File: config.mk
export PLATFORM = sky130hd
export DESIGN_NAME = modbus_rtu_request_framer_unit
export DESIGN_NICKNAME = d
export VERILOG_FILES = /design/src/hdl/mrf_pkg.sv /design/src/hdl/mrf_front.sv /design/src/hdl/mrf_queue.sv /design/src/hdl/mrf_back.sv /design/src/hdl/modbus_rtu_request_framer_unit.sv
export SDC_FILE = /design/constraint.sdc
export NUM_CORES = 1
export LEC_CHECK = 0
export BUFFER_PORTS_ARGS = -buffer_cell sky130_fd_sc_hd__buf_2
export CORE_MARGIN = 10
export CORE_UTILIZATION = 40
export CTS_CLUSTER_SIZE = 8
export DETAILED_ROUTE_END_ITERATION = 7
export HOLD_SLACK_MARGIN = 0.1
export PLACE_DENSITY = 0.66
export SYNTH_ARGS = -nofsm -noshare
export SYNTH_HDL_FRONTEND = slang
export SYNTH_SLANG_ARGS = --single-unit
File: constraint.sdc
create_clock -name clk -period 5.7 [get_ports clk]
set_clock_uncertainty 0.2 [all_clocks]
set_input_delay 0.285 -clock clk [delete_from_list [all_inputs] [get_ports clk]]
set_output_delay 0.285 -clock clk [all_outputs]
set_load 0.05 [all_outputs]
File: src/hdl/mrf_pkg.sv
// Shared types and constants of the Modbus RTU request framer.
`default_nettype none

package mrf_pkg;

  localparam logic [15:0] CRC_INIT = 16'hFFFF;
  localparam logic [15:0] CRC_POLY = 16'hA001;

  // One queue entry: an optional data byte and, on the last request character,
  // the CRC trailer that follows it.
  typedef struct packed {
    logic        has_data;
    logic        is_last;
    logic [7:0]  data_byte;
    logic [15:0] crc;
  } mrf_entry_t;

  typedef enum logic [1:0] {
    PH_DATA,
    PH_CRC_LO,
    PH_CRC_HI
  } mrf_phase_t;

endpackage

`default_nettype wire

File: src/hdl/mrf_front.sv
// Front end: hex pair decoding and CRC-16/Modbus update per data byte.
`default_nettype none

module mrf_front
  import mrf_pkg::*;
(
  input  wire logic       clk,
  input  wire logic       rst,
  input  wire logic       accept,
  input  wire logic [7:0] char_code,
  input  wire logic       last_char,
  output logic            push,
  output mrf_entry_t      entry
);

  logic [15:0] crc_accum;
  logic [15:0] crc_accum_next;
  logic [3:0]  high_nibble;
  logic [3:0]  high_nibble_next;
  logic        second_half;
  logic        second_half_next;
  logic        pair_stopped;
  logic        pair_stopped_next;

  logic        is_hex;
  logic [3:0]  nib;
  logic [7:0]  data_byte;
  logic        has_data;
  logic [15:0] crc_fold;

  always_comb begin
    is_hex = 1'b0;
    nib    = 4'h0;
    if (char_code inside {[8'h30:8'h39]}) begin
      is_hex = 1'b1;
      nib    = 4'(char_code - 8'h30);
    end else if (char_code inside {[8'h41:8'h46]}) begin
      is_hex = 1'b1;
      nib    = 4'(char_code - 8'h37);
    end
  end

  // Fold one byte into the CRC, one bit per step.
  always_comb begin
    crc_fold = crc_accum ^ {8'h00, data_byte};
    for (int i = 0; i < 8; i++) begin
      crc_fold = crc_fold[0] ? ((crc_fold >> 1) ^ CRC_POLY) : (crc_fold >> 1);
    end
  end

  always_comb begin
    has_data          = second_half;
    data_byte         = {4'h0, high_nibble};
    crc_accum_next    = crc_accum;
    high_nibble_next  = high_nibble;
    second_half_next  = second_half;
    pair_stopped_next = pair_stopped;
    if (!second_half) begin
      high_nibble_next  = is_hex ? nib : 4'h0;
      pair_stopped_next = !is_hex;
      second_half_next  = 1'b1;
    end else begin
      if (!pair_stopped && is_hex) begin
        data_byte = {high_nibble, nib};
      end
      crc_accum_next    = crc_fold;
      high_nibble_next  = 4'h0;
      second_half_next  = 1'b0;
      pair_stopped_next = 1'b0;
    end
    // End of request: drop any odd character and start over.
    if (last_char) begin
      crc_accum_next    = CRC_INIT;
      high_nibble_next  = 4'h0;
      second_half_next  = 1'b0;
      pair_stopped_next = 1'b0;
    end
  end

  assign push            = accept && (has_data || last_char);
  assign entry.has_data  = has_data;
  assign entry.is_last   = last_char;
  assign entry.data_byte = data_byte;
  assign entry.crc       = has_data ? crc_fold : crc_accum;

  always_ff @(posedge clk) begin
    if (rst) begin
      crc_accum    <= CRC_INIT;
      high_nibble  <= 4'h0;
      second_half  <= 1'b0;
      pair_stopped <= 1'b0;
    end else if (accept) begin
      crc_accum    <= crc_accum_next;
      high_nibble  <= high_nibble_next;
      second_half  <= second_half_next;
      pair_stopped <= pair_stopped_next;
    end
  end

endmodule

`default_nettype wire

File: src/hdl/mrf_queue.sv
// Short register queue between the decoding front end and the byte sequencer.
`default_nettype none

module mrf_queue
  import mrf_pkg::*;
#(
  parameter int DEPTH = 4
) (
  input  wire logic       clk,
  input  wire logic       rst,
  input  wire logic       push,
  input  wire mrf_entry_t push_entry,
  input  wire logic       pop,
  output logic            full,
  output logic            head_valid,
  output mrf_entry_t      head
);

  localparam int PtrW = (DEPTH > 1) ? $clog2(DEPTH) : 1;
  localparam int CntW = $clog2(DEPTH + 1);

  mrf_entry_t       slots [DEPTH];
  logic [PtrW-1:0]  wr_ptr;
  logic [PtrW-1:0]  rd_ptr;
  logic [CntW-1:0]  count;

  assign full       = (count == CntW'(DEPTH));
  assign head_valid = (count != '0);
  assign head       = slots[rd_ptr];

  always_ff @(posedge clk) begin
    if (push) begin
      slots[wr_ptr] <= push_entry;
    end
  end

  always_ff @(posedge clk) begin
    if (rst) begin
      wr_ptr <= '0;
      rd_ptr <= '0;
      count  <= '0;
    end else begin
      if (push) begin
        wr_ptr <= (wr_ptr == PtrW'(DEPTH - 1)) ? '0 : wr_ptr + 1'b1;
      end
      if (pop) begin
        rd_ptr <= (rd_ptr == PtrW'(DEPTH - 1)) ? '0 : rd_ptr + 1'b1;
      end
      if (push && !pop) begin
        count <= count + 1'b1;
      end else if (pop && !push) begin
        count <= count - 1'b1;
      end
    end
  end

`ifndef SYNTHESIS
  a_no_push_full: assert property (@(posedge clk) disable iff (rst) push |-> !full)
    else $error("queue written while full");
  a_no_pop_empty: assert property (@(posedge clk) disable iff (rst) pop |-> head_valid)
    else $error("queue read while empty");
  a_count_range: assert property (@(posedge clk) disable iff (rst)
      count <= CntW'(DEPTH))
    else $error("queue count out of range");
`endif

endmodule

`default_nettype wire

File: src/hdl/mrf_back.sv
// Back end: sequences data and CRC bytes of each queue entry into the output register.
`default_nettype none

module mrf_back
  import mrf_pkg::*;
(
  input  wire logic       clk,
  input  wire logic       rst,
  input  wire logic       head_valid,
  input  wire mrf_entry_t head,
  output logic            pop,
  output logic            m_axis_tvalid,
  input  wire logic       m_axis_tready,
  output logic [7:0]      m_axis_tdata,
  output logic            m_axis_tuser,
  output logic            m_axis_tlast
);

  mrf_phase_t phase;
  mrf_phase_t phase_next;
  mrf_phase_t eff;
  mrf_phase_t adv;
  logic       load;
  logic       done;
  logic [7:0] byte_sel;
  logic       crc_sel;
  logic       last_sel;

  always_ff @(posedge clk) begin
    if (rst) begin
      phase <= PH_DATA;
    end else begin
      phase <= phase_next;
    end
  end

  always_comb begin
    eff      = (phase == PH_DATA && !head.has_data) ? PH_CRC_LO : phase;
    load     = head_valid && (!m_axis_tvalid || m_axis_tready);
    byte_sel = head.data_byte;
    crc_sel  = 1'b0;
    last_sel = 1'b0;
    done     = 1'b1;
    adv      = PH_DATA;
    case (eff)
      PH_DATA: begin
        done = !head.is_last;
        adv  = PH_CRC_LO;
      end
      PH_CRC_LO: begin
        byte_sel = head.crc[7:0];
        crc_sel  = 1'b1;
        done     = 1'b0;
        adv      = PH_CRC_HI;
      end
      PH_CRC_HI: begin
        byte_sel = head.crc[15:8];
        crc_sel  = 1'b1;
        last_sel = 1'b1;
      end
      default: begin
        done = 1'b1;
      end
    endcase
    pop        = load && done;
    phase_next = phase;
    if (load) begin
      phase_next = done ? PH_DATA : adv;
    end
  end

  always_ff @(posedge clk) begin
    if (rst) begin
      m_axis_tvalid <= 1'b0;
    end else if (load) begin
      m_axis_tvalid <= 1'b1;
    end else if (m_axis_tready) begin
      m_axis_tvalid <= 1'b0;
    end
  end

  // Hold the payload while the receiver stalls.
  always_ff @(posedge clk) begin
    if (load) begin
      m_axis_tdata <= byte_sel;
      m_axis_tuser <= crc_sel;
      m_axis_tlast <= last_sel;
    end
  end

`ifndef SYNTHESIS
  a_last_is_crc: assert property (@(posedge clk) disable iff (rst)
      (m_axis_tvalid && m_axis_tlast) |-> m_axis_tuser)
    else $error("frame end on a non-CRC byte");
  a_mid_entry_head: assert property (@(posedge clk) disable iff (rst)
      (phase != PH_DATA) |-> head_valid)
    else $error("CRC phase without a queued request");
  a_no_pop_stalled: assert property (@(posedge clk) disable iff (rst)
      (m_axis_tvalid && !m_axis_tready) |-> !pop)
    else $error("entry retired while output stalled");
`endif

endmodule

`default_nettype wire

File: src/hdl/modbus_rtu_request_framer_unit.sv
// Top level of the Modbus RTU request framer: front end, queue and byte sequencer.
// Usage:
//   Input stream s_axis carries one ASCII hex character of the request per transfer,
//   with s_axis_tlast on the final character. Two characters make one data byte.
//   Output stream m_axis carries the framed RTU message: each data byte, then the
//   CRC-16/Modbus low and high bytes (tuser high), tlast on the CRC high byte.
//   Throughput: one character per cycle while the queue is not full. A character
//   that completes a byte yields one output byte; the final character adds two CRC
//   bytes, so its entry occupies the output register for each of its bytes in turn.
//   A byte accepted on s_axis is registered in the queue, then in the output register.
//   The queue of DEPTH entries lets characters keep flowing while the output is busy
//   with a CRC trailer; s_axis_tready drops only when the queue is full.
//   Receiver stall: the output byte holds, the queue fills, then input stalls.
//   Reset: queue empty, output invalid, CRC at 0xFFFF, expecting a pair's first char.
`default_nettype none

module modbus_rtu_request_framer_unit
  import mrf_pkg::*;
#(
  parameter int DEPTH = 4
) (
  input  wire logic       clk,
  input  wire logic       rst,
  input  wire logic       s_axis_tvalid,
  output logic            s_axis_tready,
  input  wire logic [7:0] s_axis_tdata,   // [7:0] char_code
  input  wire logic       s_axis_tlast,   // last_char
  output logic            m_axis_tvalid,
  input  wire logic       m_axis_tready,
  output logic [7:0]      m_axis_tdata,   // [7:0] frame_byte
  output logic            m_axis_tuser,   // is_crc
  output logic            m_axis_tlast    // last_byte
);

  logic       accept;
  logic       push;
  logic       pop;
  logic       full;
  logic       head_valid;
  mrf_entry_t push_entry;
  mrf_entry_t head;

  assign s_axis_tready = !full;
  assign accept        = s_axis_tvalid && s_axis_tready;

  mrf_front u_front (
    .clk       (clk),
    .rst       (rst),
    .accept    (accept),
    .char_code (s_axis_tdata),
    .last_char (s_axis_tlast),
    .push      (push),
    .entry     (push_entry)
  );

  mrf_queue #(
    .DEPTH (DEPTH)
  ) u_queue (
    .clk        (clk),
    .rst        (rst),
    .push       (push),
    .push_entry (push_entry),
    .pop        (pop),
    .full       (full),
    .head_valid (head_valid),
    .head       (head)
  );

  mrf_back u_back (
    .clk           (clk),
    .rst           (rst),
    .head_valid    (head_valid),
    .head          (head),
    .pop           (pop),
    .m_axis_tvalid (m_axis_tvalid),
    .m_axis_tready (m_axis_tready),
    .m_axis_tdata  (m_axis_tdata),
    .m_axis_tuser  (m_axis_tuser),
    .m_axis_tlast  (m_axis_tlast)
  );

endmodule

`default_nettype wire

==> flow_summary.yaml, run 1 <==
run_status:
  outcome: "finished clean"
yosys:
  ys_ff_latch: 148
  synth_compound_area_share_pct: 8.896
  synth_edf_count: 114
  synthArstFlopShare_pct: 0
  yosys.area_share.xor_xnor_pct: 4.262
  synthFlopType: "edfxtp_1"
  synth_cells: 473
  ys_types: 65
  synthMuxAreaShare_pct: 10.94
  yosys_warnings: 0
  synth_top_family_by_area: "multiplexers"
  syn-cell-area_um2: 6723
  synthSimpleGateAreaFrac_pct: 9.734
  synth_nets: 501
  synth_fa_ha_area_share_pct: 2.903
  ys_seq_area_share_pct: 61.05
  avgSynthCellArea_um2: 14.21
cts:
  path_clk_slew_ns: 0.06
  cts_tree: "yes"
  clk_latency_ns: 0.41
  cts_max_level: 4
  postCtsResizedCells: 0
  numCtsBuffers: 17
  clockRootBuffer: "clkbuf_16"
  cts_setup_buffers: 0
  clock_path_buffers: 2
  numClockSinks: 148
routing:
  wl_per_cell_um: 19.21
  finalWirelength_mm: 14.10
  viasPerCell: 5.450
  dr.pass1.iters: 5
  vias: 4000
  drc: 0
  drt_iter0_drc: 319
  antenna_left: 0
run:
  maxCapViolCount: 0
setup_path:
  critical_path_class: "flip-flop to flip-flop"
  r2r-end: "u_queue.count[2]"
  worst_setup_path_end_kind: "flip-flop"
  cpMostUsedCell: "inv_1"
  critical-path-top-delay-family: "adder cells"
  critPathBufInv: 4
  slowest_stage: "ha_1"
  cp_max_fo: 26
  cp-start-kind: "flip-flop"
  cp_cell_sequence: "buf_4, mux4_2, nor2_1, nor2_1, inv_1, ha_1, a21boi_0, inv_1, ha_1, inv_1, fa_1, xor2_1, or3_1, a21oi_1"
  crit_arrival_ns: 3.83
  max_stage_delay_ns: 0.39
  crit_required_ns: 5.84
  r2r_setup_slack_ns: 2.01
  worst_r2r_path_depth: 14
sta:
  hold_violations: 0
  rsz0062_at_grt: "false"
  whs_ns: 0.1908
  slew_viol_final: 0
  relSlewSlack_pct: 44.38
  fin_crit_ns: 3.691
  fmax_mhz: 270.9
  finalSetupTns_ns: 0
  period_share_pct: 64.76
  setup_ws_ns: 2.009
  worst_pin_slew_ns: 0.8255
  setup_violations: 0
global_routing:
  antenna_found_initial: 0
  grt_overflow: 0
  grt_pass1_wl_mm: 22.61
  first_global_vias: 4160
  gr-usage-all-layers_pct: 13.21
  grt_max_degree: 35
finish:
  fin_nets: 530
  nFillCells: 1448
  diodes: 0
  area_delta_synth_final_pct: 14.26
  drive_gt1_share_pct: 21.79
die:
  die_w_um: 149.6
  core_um2: 16520
  start_util_pct: 40.68
  boundaryPins: 25
  design.die.area_um2: 22390
  fp.dieH_um: 149.6
  rows: 47
hold_path:
  min_to: "u_queue.wr_ptr[1]"
  hold_path.class: "primary input to flip-flop"
  min_from: "rst"
  hold_depth: 2
placement:
  detailed_place_hpwl_mm: 9.418
  gp_congestion: 0.8170
  port_buffers: 24
  place_ws_ns: 1.954
power_and_ir_drop:
  irDropWorstVdd_uv: 242.1
  p_per_area_nw_per_um2: 441.7
  p_leak_nw: 2.596
==> cell usage in the layout (no fill, tap or decap), types with 6 or more instances in the layout <==
cell type	instances
a21oi_1	22
mux4_2	26
and2_1	7
xnor2_1	9
edfxtp_1	114
clkbuf_16	17
xor2_1	9
buf_4	8
dfxtp_1	33
nor3_1	13
nor2_1	51
a22oi_1	13
mux2_2	8
o22ai_1	7
buf_2	24
ha_1	14
inv_1	15
mux2i_1	6
nand2b_1	12
nand2_1	13
o21ai_0	6
==> cell families (layout without fill, tap and decap cells) <==
| logic type | after synthesis | count (layout) |
|---|---|---|
| AO/OA/AOI/OAI | 83 | 83 |
| XOR/XNOR | 24 | 24 |
| adder cells (fa/ha/maj) | 15 | 15 |
| buffers and inverters | 39 | 80 |
| flip-flops | 148 | 148 |
| multiplexers | 40 | 40 |
| AND/OR/NAND/NOR | 124 | 124 |
==> flip-flops by register name (all words and copies together), names as in the netlist, 2 cells and up, named ones only <==
register             flops
u_back.m_axis_tdata      8
u_back.phase             2
u_front.crc_accum       16
u_front.high_nibble      4
u_queue.count            3
u_queue.rd_ptr           2
u_queue.slots          104
u_queue.wr_ptr           2
==> Yosys cell counts, types with 2 or more instances <==
master | number | area share [%]
ha_1 | 14 | 2.6
buf_2 | 2 | 0.15
mux4_2 | 26 | 8.7
and3_1 | 5 | 0.47
mux2i_1 | 6 | 0.89
buf_1 | 6 | 0.33
nor2_1 | 51 | 2.8
o21ai_0 | 6 | 0.45
a2111oi_1 | 2 | 0.30
nor4_1 | 4 | 0.37
a22oi_1 | 13 | 1.5
o211ai_1 | 5 | 0.56
mux2_2 | 8 | 1.3
nand3_1 | 4 | 0.30
clkbuf_1 | 16 | 0.89
nand2_1 | 13 | 0.73
a31oi_1 | 2 | 0.19
nor3_1 | 13 | 0.97
and2_1 | 7 | 0.65
xnor2_1 | 9 | 1.2
xor2_1 | 9 | 1.2
a21oi_1 | 22 | 1.6
a21boi_0 | 2 | 0.22
inv_1 | 15 | 0.84
nand2b_1 | 12 | 1.1
or2_1 | 2 | 0.19
edfxtp_1 | 114 | 51
xnor3_1 | 2 | 0.67
o22ai_1 | 7 | 0.65
dfxtp_1 | 34 | 10
o21bai_1 | 5 | 0.56
a21o_1 | 4 | 0.45
==> power breakdown <==
| part | internal [W] | switching, W | leakage (nW) |
|---|---|---|---|
| logic | 0.000327 | 0.000625 | 1.06 |
| clock network | 0.000683 | 0.000401 | 0.278 |
| registers | 0.00132 | 0.0000422 | 1.26 |
| total | 0.00232 | 0.00107 | 2.60 |
==> worst max path at each step <==
stage | startpoint | end | slack, ns | cells after the start
final | flip-flop | u_queue.count[2] | 2.01 | 14
after global routing | flip-flop | u_queue.count[2] | 1.78 | 14
after CTS | flip-flop | u_queue.count[2] | 1.98 | 14
after detailed placement | s_axis_tdata[1] | u_queue.slots[2][0] | 1.95 | 12
after global placement | s_axis_tdata[1] | u_queue.slots[0][0] | 2.10 | 12
after floorplan | flip-flop | u_queue.count[2] | 1.57 | 16
==> what timing repair did <==
action	4_1_cts	5_1_grt
hold buffers	2	0
setup endpoints to repair	0	0
hold endpoints to repair	5	0
==> per-layer routing <==
| layer | vias to the layer above | wire [um] | GRT usage (%) |
|---|---|---|---|
| met1 | 2037 | 6060 | 16.18 |
| met4 | 0 | 150 | 5.201 |
| li1 | 1857 | - | - |
| met5 | - | 0 | 0 |
| met2 | 93 | 7174 | 22.08 |
| met3 | 13 | 711 | 3.080 |
==> through the flow <==
step,cell area [um2],power (W),utilization [%],cells
floorplan,6723,0.002082,-,473
global placement,7087,0.002320,42.89,701
detailed placement,7087,0.002340,42.89,701
CTS,7681,0.003435,46.48,734
global route,7681,0.003563,46.48,734
finish,7681,0.003393,46.48,734
==> worst register-to-register path: stages, from the launching register on <==
cell and delay [ns]:
dfxtp_1 0.31, buf_4 0.35, mux4_2 0.36, nor2_1 0.10, nor2_1 0.08, inv_1 0.08, ha_1 0.39, a21boi_0 0.26
inv_1 0.17, ha_1 0.21, inv_1 0.07, fa_1 0.37, xor2_1 0.19, or3_1 0.32, a21oi_1 0.16
==> final cells by class <==
class / instances / area [um2] / share of cell area [%]
Sequential cell: 148 / 4105 / 53.45
Multi-Input combinational cell: 286 / 2470 / 32.16
Clock buffer: 21 / 440.4 / 5.734
Tap cell: 220 / 275.3 / 3.584
Timing Repair Buffer: 34 / 200.2 / 2.606
Clock inverter: 10 / 133.9 / 1.743
Inverter: 15 / 56.30 / 0.7330
Note: power is estimated with default switching activity, not from simulation.
==> run 2, diff against run 1 <==
Settings changed: ABC_AREA from default to 1.
Clock period 5.7 ns to 3.9 ns, I/O delays scaled along.
==> run 2 against run 1 <==
  * Count of clock-buffer cells in the layout rose by 5
  * Cell count grew 28%
  * Synthesized cell count grew 43%
  * Via count grew 23%
  * Clock power grew 36%
  * Synthesized area rose by 1.2%
  * Critical path depth up 3
  * Global-route usage grew 0.42 points
  * Critical path type unchanged
==> flow_summary.yaml, run 2 <==
sta:
  setup_ws_ns: 0.5524
  fin_crit_ns: 3.348
  setup_violations: 0
  rsz0062_at_grt: "false"
  fmax_mhz: 298.7
  finalSetupTns_ns: 0
  relSlewSlack_pct: 48.92
  worst_pin_slew_ns: 0.7582
  hold_violations: 0
  slew_viol_final: 0
  period_share_pct: 85.84
yosys:
  yosysTopAreaCell: "edfxtp_1"
  synthArstFlopShare_pct: 0
  yosys_warnings: 0
  ys_ff_latch: 148
  synth_cells: 676
  yosysMostFrequentCell: "nand2_1"
  ys_types: 39
  netlist_top_cells_count: "nand2_1 (136), edfxtp_1 (114), o21ai_0 (68), nor2_1 (64)"
  ys_seq_area_share_pct: 60.31
  syn-cell-area_um2: 6805
  synth_top_area_share_pct: 50.30
  avgSynthCellArea_um2: 10.07
  synthFlopType: "edfxtp_1"
  synth_nets: 704
  synthTopCellsByArea: "edfxtp_1 (50%), dfxtp_1 (10%), nand2_1 (7.5%)"
  synth_edf_count: 114
power_and_ir_drop:
  switching_share_pct: 35.18
  internal_power_w: 0.003348
  irDropWorstVdd_uv: 325.0
  p_per_area_nw_per_um2: 662.1
  p_switching_w: 0.001817
  combPwrFrac_pct: 31.3
  power_frac_seq_pct: 40.2
  p_leak_nw: 3.090
  power_frac_clock_pct: 28.6
setup_path:
  r2r_setup_slack_ns: 0.55
  crit_required_ns: 4.05
  cp-start-kind: "flip-flop"
  critical_path_class: "flip-flop to flip-flop"
  worst_r2r_path_depth: 17
  endpoint: "u_queue.count[2]"
  crit_arrival_ns: 3.50
  cp_max_fo: 9
  worst_setup_path_end_kind: "flip-flop"
  r2r-end: "u_queue.count[2]"
placement:
  detailed_place_hpwl_mm: 9.489
  gp_congestion: 0.8858
  place_ws_ns: 0.5258
  dpl.cell_count: 899
  port_buffers: 24
finish:
  fin_cells: 941
  nFillCells: 1511
  top_register: "u_queue.slots"
  finish.utilization_pct: 46.88
  largest_register_ffs: 104
  fin_nets: 736
  diodes: 0
  reg_top3: "u_queue.slots: 104 flops, u_front.crc_accum: 16 flops, u_back.m_axis_tdata: 8 flops"
  final_cell_mix: "nand2_1 (136), edfxtp_1 (114), o21ai_0 (68), nor2_1 (60)"
  drive_gt1_share_pct: 14.42
  area_delta_synth_final_pct: 14.64
  final_common_cell: "nand2_1"
routing:
  drt_iter0_drc: 408
  wl_per_cell_um: 15.83
  finalWirelength_mm: 14.90
  dr.pass1.iters: 5
  vias: 4909
  drc: 0
  antenna_left: 0
  viasPerCell: 5.217
global_routing:
  grt_pass1_wl_mm: 23.87
  first_global_vias: 4680
  grt_overflow: 0
  grt_max_degree: 51
  antenna_found_initial: 0
  gr-usage-all-layers_pct: 13.63
die:
  fp.dieH_um: 150.4
  start_util_pct: 40.89
  rows: 47
  design.die.area_um2: 22630
  die_w_um: 150.4
  boundaryPins: 25
  core_um2: 16640
cts:
  numClockSinks: 148
  cts_setup_buffers: 0
  cts_max_level: 4
  clock_path_buffers: 2
  clockRootBuffer: "clkbuf_16"
  clk_latency_ns: 0.42
  path_clk_slew_ns: 0.06
  cts_tree: "yes"
  numCtsBuffers: 17
run_status:
  outcome: "finished clean"
hold_path:
  hold_path.class: "primary input to flip-flop"
run:
  maxCapViolCount: 0
## run 2: cell types whose count changed in the layout (fill, tap and decap cells not counted), sizes merged, moves of 9 or more
| cell | previous run | this run |
|---|---|---|
| nand3 | 5 | 52 |
| xor2 | 11 | 2 |
| o21ai | 7 | 72 |
| nand2 | 13 | 160 |
| nor3 | 14 | 0 |
| nand2b | 13 | 0 |
| inv | 15 | 54 |
| a22oi | 13 | 0 |
| o22ai | 7 | 18 |
| nor2 | 52 | 68 |
| mux4 | 26 | 0 |
| a31oi | 3 | 13 |
## run 2: critical path: stages (launching register included)
cell	delay (ns)
dfxtp_1	0.37
clkinv_1	0.12
o21ai_0	0.18
o22ai_1	0.09
o21ai_0	0.33
ha_1	0.51
inv_1	0.07
o21ai_0	0.17
nor2_1	0.11
inv_1	0.10
ha_1	0.14
inv_1	0.07
fa_1	0.38
nor2_1	0.11
nor2_1	0.04
nand2_1	0.07
o21ai_0	0.07
a21oi_1	0.14
## run 2: what timing repair did
action	CTS	global route
hold buffers	10	0
hold endpoints to repair	22	0
resized for setup	0	0
## run 2: power groups by stage
| stage | Sequential, W | Combinational, W | Clock [W] |
|---|---|---|---|
| 6_report | 0.00208 | 0.00162 | 0.00147 |
| 5_1_grt | 0.00209 | 0.00179 | 0.00158 |
| 4_1_cts | 0.00208 | 0.00163 | 0.00150 |
| 3_5_place_dp | 0.00211 | 0.00162 | 0 |
| 3_3_place_gp | 0.00210 | 0.00158 | 0 |
| 2_1_floorplan | 0.00230 | 0.000975 | 0 |
## run 2: per-layer routing
metal	global-route usage, %	part of all wire [%]	vias up
li1	-	-	2399
met4	5.491	1.5	0
met2	21.58	48	147
met1	17.39	45	2344
met5	0	0	-
met3	3.571	6.4	19
## run 2: logic make-up after synthesis
group	after synthesis	share of synthesized area (%)
flops	148	60.31
fa+ha+maj	15	2.868
compound gates	136	11.36
xor+xnor	4	0.7907
simple gates	285	19.75
buf+inv	88	4.927
## run 2: how the worst min path moves through the flow
stage / slack, ns / endpoint / depth (start not counted) / from
after floorplan: 0.09 / u_queue.slots[0][24] / 0 / s_axis_tlast
final: 0.21 / u_front.high_nibble[2] / 6 / s_axis_tdata[3]
after detailed placement: 0.28 / u_front.high_nibble[3] / 2 / u_front.high_nibble[3]
after global placement: 0.27 / u_front.high_nibble[3] / 2 / u_front.high_nibble[3]
after CTS: 0.20 / u_front.high_nibble[2] / 6 / s_axis_tdata[3]
after global routing: 0.26 / u_front.high_nibble[2] / 6 / s_axis_tdata[3]
## run 2: cell type report
class                           instances  area (um2)  share of cell area [%]
Tap cell                              220       275.3                   3.528
Inverter                               56       210.2                   2.694
Timing Repair Buffer                   45       302.8                   3.881
Clock buffer                           26       479.2                   6.143
Clock inverter                          6       53.80                  0.6897
Multi-Input combinational cell        440        2376                   30.46
Sequential cell                       148        4104                   52.61
## run 2: per-stage QoR
| stage | cell area, um2 | power (W) | hold WS, ns |
|---|---|---|---|
| detailed placement | 7168 | 0.003725 | 0.2761 |
| finish | 7801 | 0.005166 | 0.2106 |
| floorplan | 6805 | 0.003279 | 0.09387 |
| global route | 7801 | 0.005470 | 0.2613 |
| CTS | 7801 | 0.005206 | 0.1953 |
| global placement | 7168 | 0.003680 | 0.2704 |
==> run 3, diff against run 2 <==
Settings changed: CORE_ASPECT_RATIO from default to 1.1.
==> run 3 against run 2 <==
  * Die area is essentially flat
  * Sequential power is essentially flat
  * Routed wire length grew 1.7%
  * Fmax shrank 1.1%
  * Hold slack lost 0.014 ns
  * Utilization grew 0.50 points
  * Final area grew 0.53%
  * Sequential cell count is the same
  * Non-clock buffer count is the same
  * Combinational power is essentially flat
  * Global-route usage grew 0.27 points
==> flow_summary.yaml, run 3 (synthesis gave the netlist of run 2 again) <==
run_status:
  outcome: "finished clean"
global_routing:
  grt_overflow: 0
  grt_pass1_wl_mm: 24.41
  first_global_vias: 4884
  grt_max_degree: 50
  antenna_found_initial: 0
  gr-usage-all-layers_pct: 13.89
setup_path:
  cp-start-kind: "flip-flop"
  critical_path_class: "flip-flop to flip-flop"
  slowest_stage: "ha_1"
  critical-path-top-delay-family: "compound AO/OA/AOI/OAI gates"
  cp_cell_sequence: "clkinv_1, o21ai_0, o22ai_1, o21ai_0, ha_1, inv_1, o21ai_0, nor2_1, inv_1, ha_1, inv_1, fa_1, nor2_1, nor2_1, nand2_1, o21ai_0, a21oi_1"
  worst_setup_path_end_kind: "flip-flop"
  cpMostUsedCell: "o21ai_0"
  crit_required_ns: 4.05
  cp_max_fo: 9
  crit_arrival_ns: 3.53
  r2r_setup_slack_ns: 0.52
  critPathBufInv: 4
  r2r-end: "u_queue.count[2]"
  worst_r2r_path_depth: 17
  max_stage_delay_ns: 0.50
finish:
  top_register: "u_queue.slots"
  fin_nets: 736
  nFillCells: 1490
  drive_gt1_share_pct: 14.70
  final_common_cell: "nand2_1"
  diodes: 0
  largest_register_ffs: 104
  final_cell_mix: "nand2_1 (136), edfxtp_1 (114), o21ai_0 (68), nor2_1 (60)"
  area_delta_synth_final_pct: 15.24
  fin_cells: 925
  reg_top3: "u_queue.slots: 104 flops, u_front.crc_accum: 16 flops, u_back.m_axis_tdata: 8 flops"
power_and_ir_drop:
  p_per_area_nw_per_um2: 683.1
  irDropWorstVdd_uv: 362.5
  p_leak_nw: 3.108
  p_total_w: 0.005357
cts:
  cts_tree: "yes"
  numCtsBuffers: 17
  cts_hold_buffers: 9
  cts_max_level: 4
  clockRootBuffer: "clkbuf_16"
  numClockSinks: 148
  clock_path_buffers: 2
  path_clk_slew_ns: 0.06
  clk_latency_ns: 0.42
  cts_setup_buffers: 0
  postCtsResizedCells: 0
placement:
  dpl.cell_count: 884
  detailed_place_hpwl_mm: 9.717
  port_buffers: 24
  gp_congestion: 0.8735
hold_path:
  min_from: "s_axis_tdata[2]"
  hold_path.class: "primary input to flip-flop"
  hold_depth: 5
  min_to: "u_front.high_nibble[3]"
sta:
  worst_pin_slew_ns: 0.7678
  fmax_mhz: 295.5
  period_share_pct: 86.77
  rsz0062_at_grt: "false"
  fin_crit_ns: 3.384
  finalSetupTns_ns: 0
  relSlewSlack_pct: 48.27
  setup_violations: 0
  hold_violations: 0
  slew_viol_final: 0
run:
  maxCapViolCount: 0
die:
  core_um2: 16550
  rows: 49
  fp.dieH_um: 156.8
  die_w_um: 144.4
  design.die.area_um2: 22640
  boundaryPins: 25
  start_util_pct: 41.11
routing:
  finalWirelength_mm: 15.15
  antenna_left: 0
  drt_iter0_drc: 310
  vias: 4906
  drc: 0
  wl_per_cell_um: 16.38
  viasPerCell: 5.304
  dr.pass1.iters: 5
==> run 3: how the worst max path moves through the flow <==
stage | endpoint | slack, ns | cells past startpoint
2_1_floorplan | u_queue.count[2] | 0.61 | 20
3_3_place_gp | u_queue.count[2] | 0.67 | 17
3_5_place_dp | u_queue.count[2] | 0.52 | 17
4_1_cts | u_queue.count[2] | 0.52 | 17
5_1_grt | u_queue.count[2] | 0.12 | 17
6_report | u_queue.count[2] | 0.52 | 17
==> run 3: metrics by stage <==
| stage | hold slack (ns) | cell area, um2 | utilization, % | worst slack, ns |
|---|---|---|---|---|
| floorplan | 0.09387 | 6805 | - | 0.6055 |
| detailed placement | 0.2875 | 7156 | 43.23 | 0.5154 |
| finish | 0.1969 | 7843 | 47.38 | 0.5160 |
| CTS | 0.1582 | 7843 | 47.38 | 0.5154 |
| global placement | 0.2709 | 7156 | 43.23 | 0.6681 |
| global route | 0.2209 | 7843 | 47.38 | 0.1171 |
==> run 3: worst min-delay path, stage by stage <==
cell     delay [ns]
buf_2          0.14
nand3_1        0.11
nand3_1        0.12
a32oi_1        0.11
nor2_1         0.10
==> run 3: report_power, final <==
group	leakage, nW	switching (W)	internal (W)	total, W
combinational	1.48	0.00119	0.000452	0.00164
clock	0.284	0.000588	0.00105	0.00164
sequential	1.35	0.0000763	0.00200	0.00207
==> run 3: metal layers <==
metal | global-route usage [%] | part of all wire (%) | up-vias
met1 | 16.71 | 43 | 2362
met4 | 5.299 | 1.3 | 0
met3 | 3.239 | 5.6 | 13
li1 | - | - | 2390
met2 | 23.54 | 50 | 141
met5 | 0 | 0 | -
==> run 3: final cells by class <==
class | count | area, um2 | area share, %
Sequential cell | 148 | 4104 | 52.33
Multi-Input combinational cell | 440 | 2376 | 30.30
Clock buffer | 19 | 432.9 | 5.520
Timing Repair Buffer | 45 | 300.3 | 3.829
Tap cell | 204 | 255.2 | 3.255
Inverter | 56 | 210.2 | 2.680
Clock inverter | 13 | 163.9 | 2.090
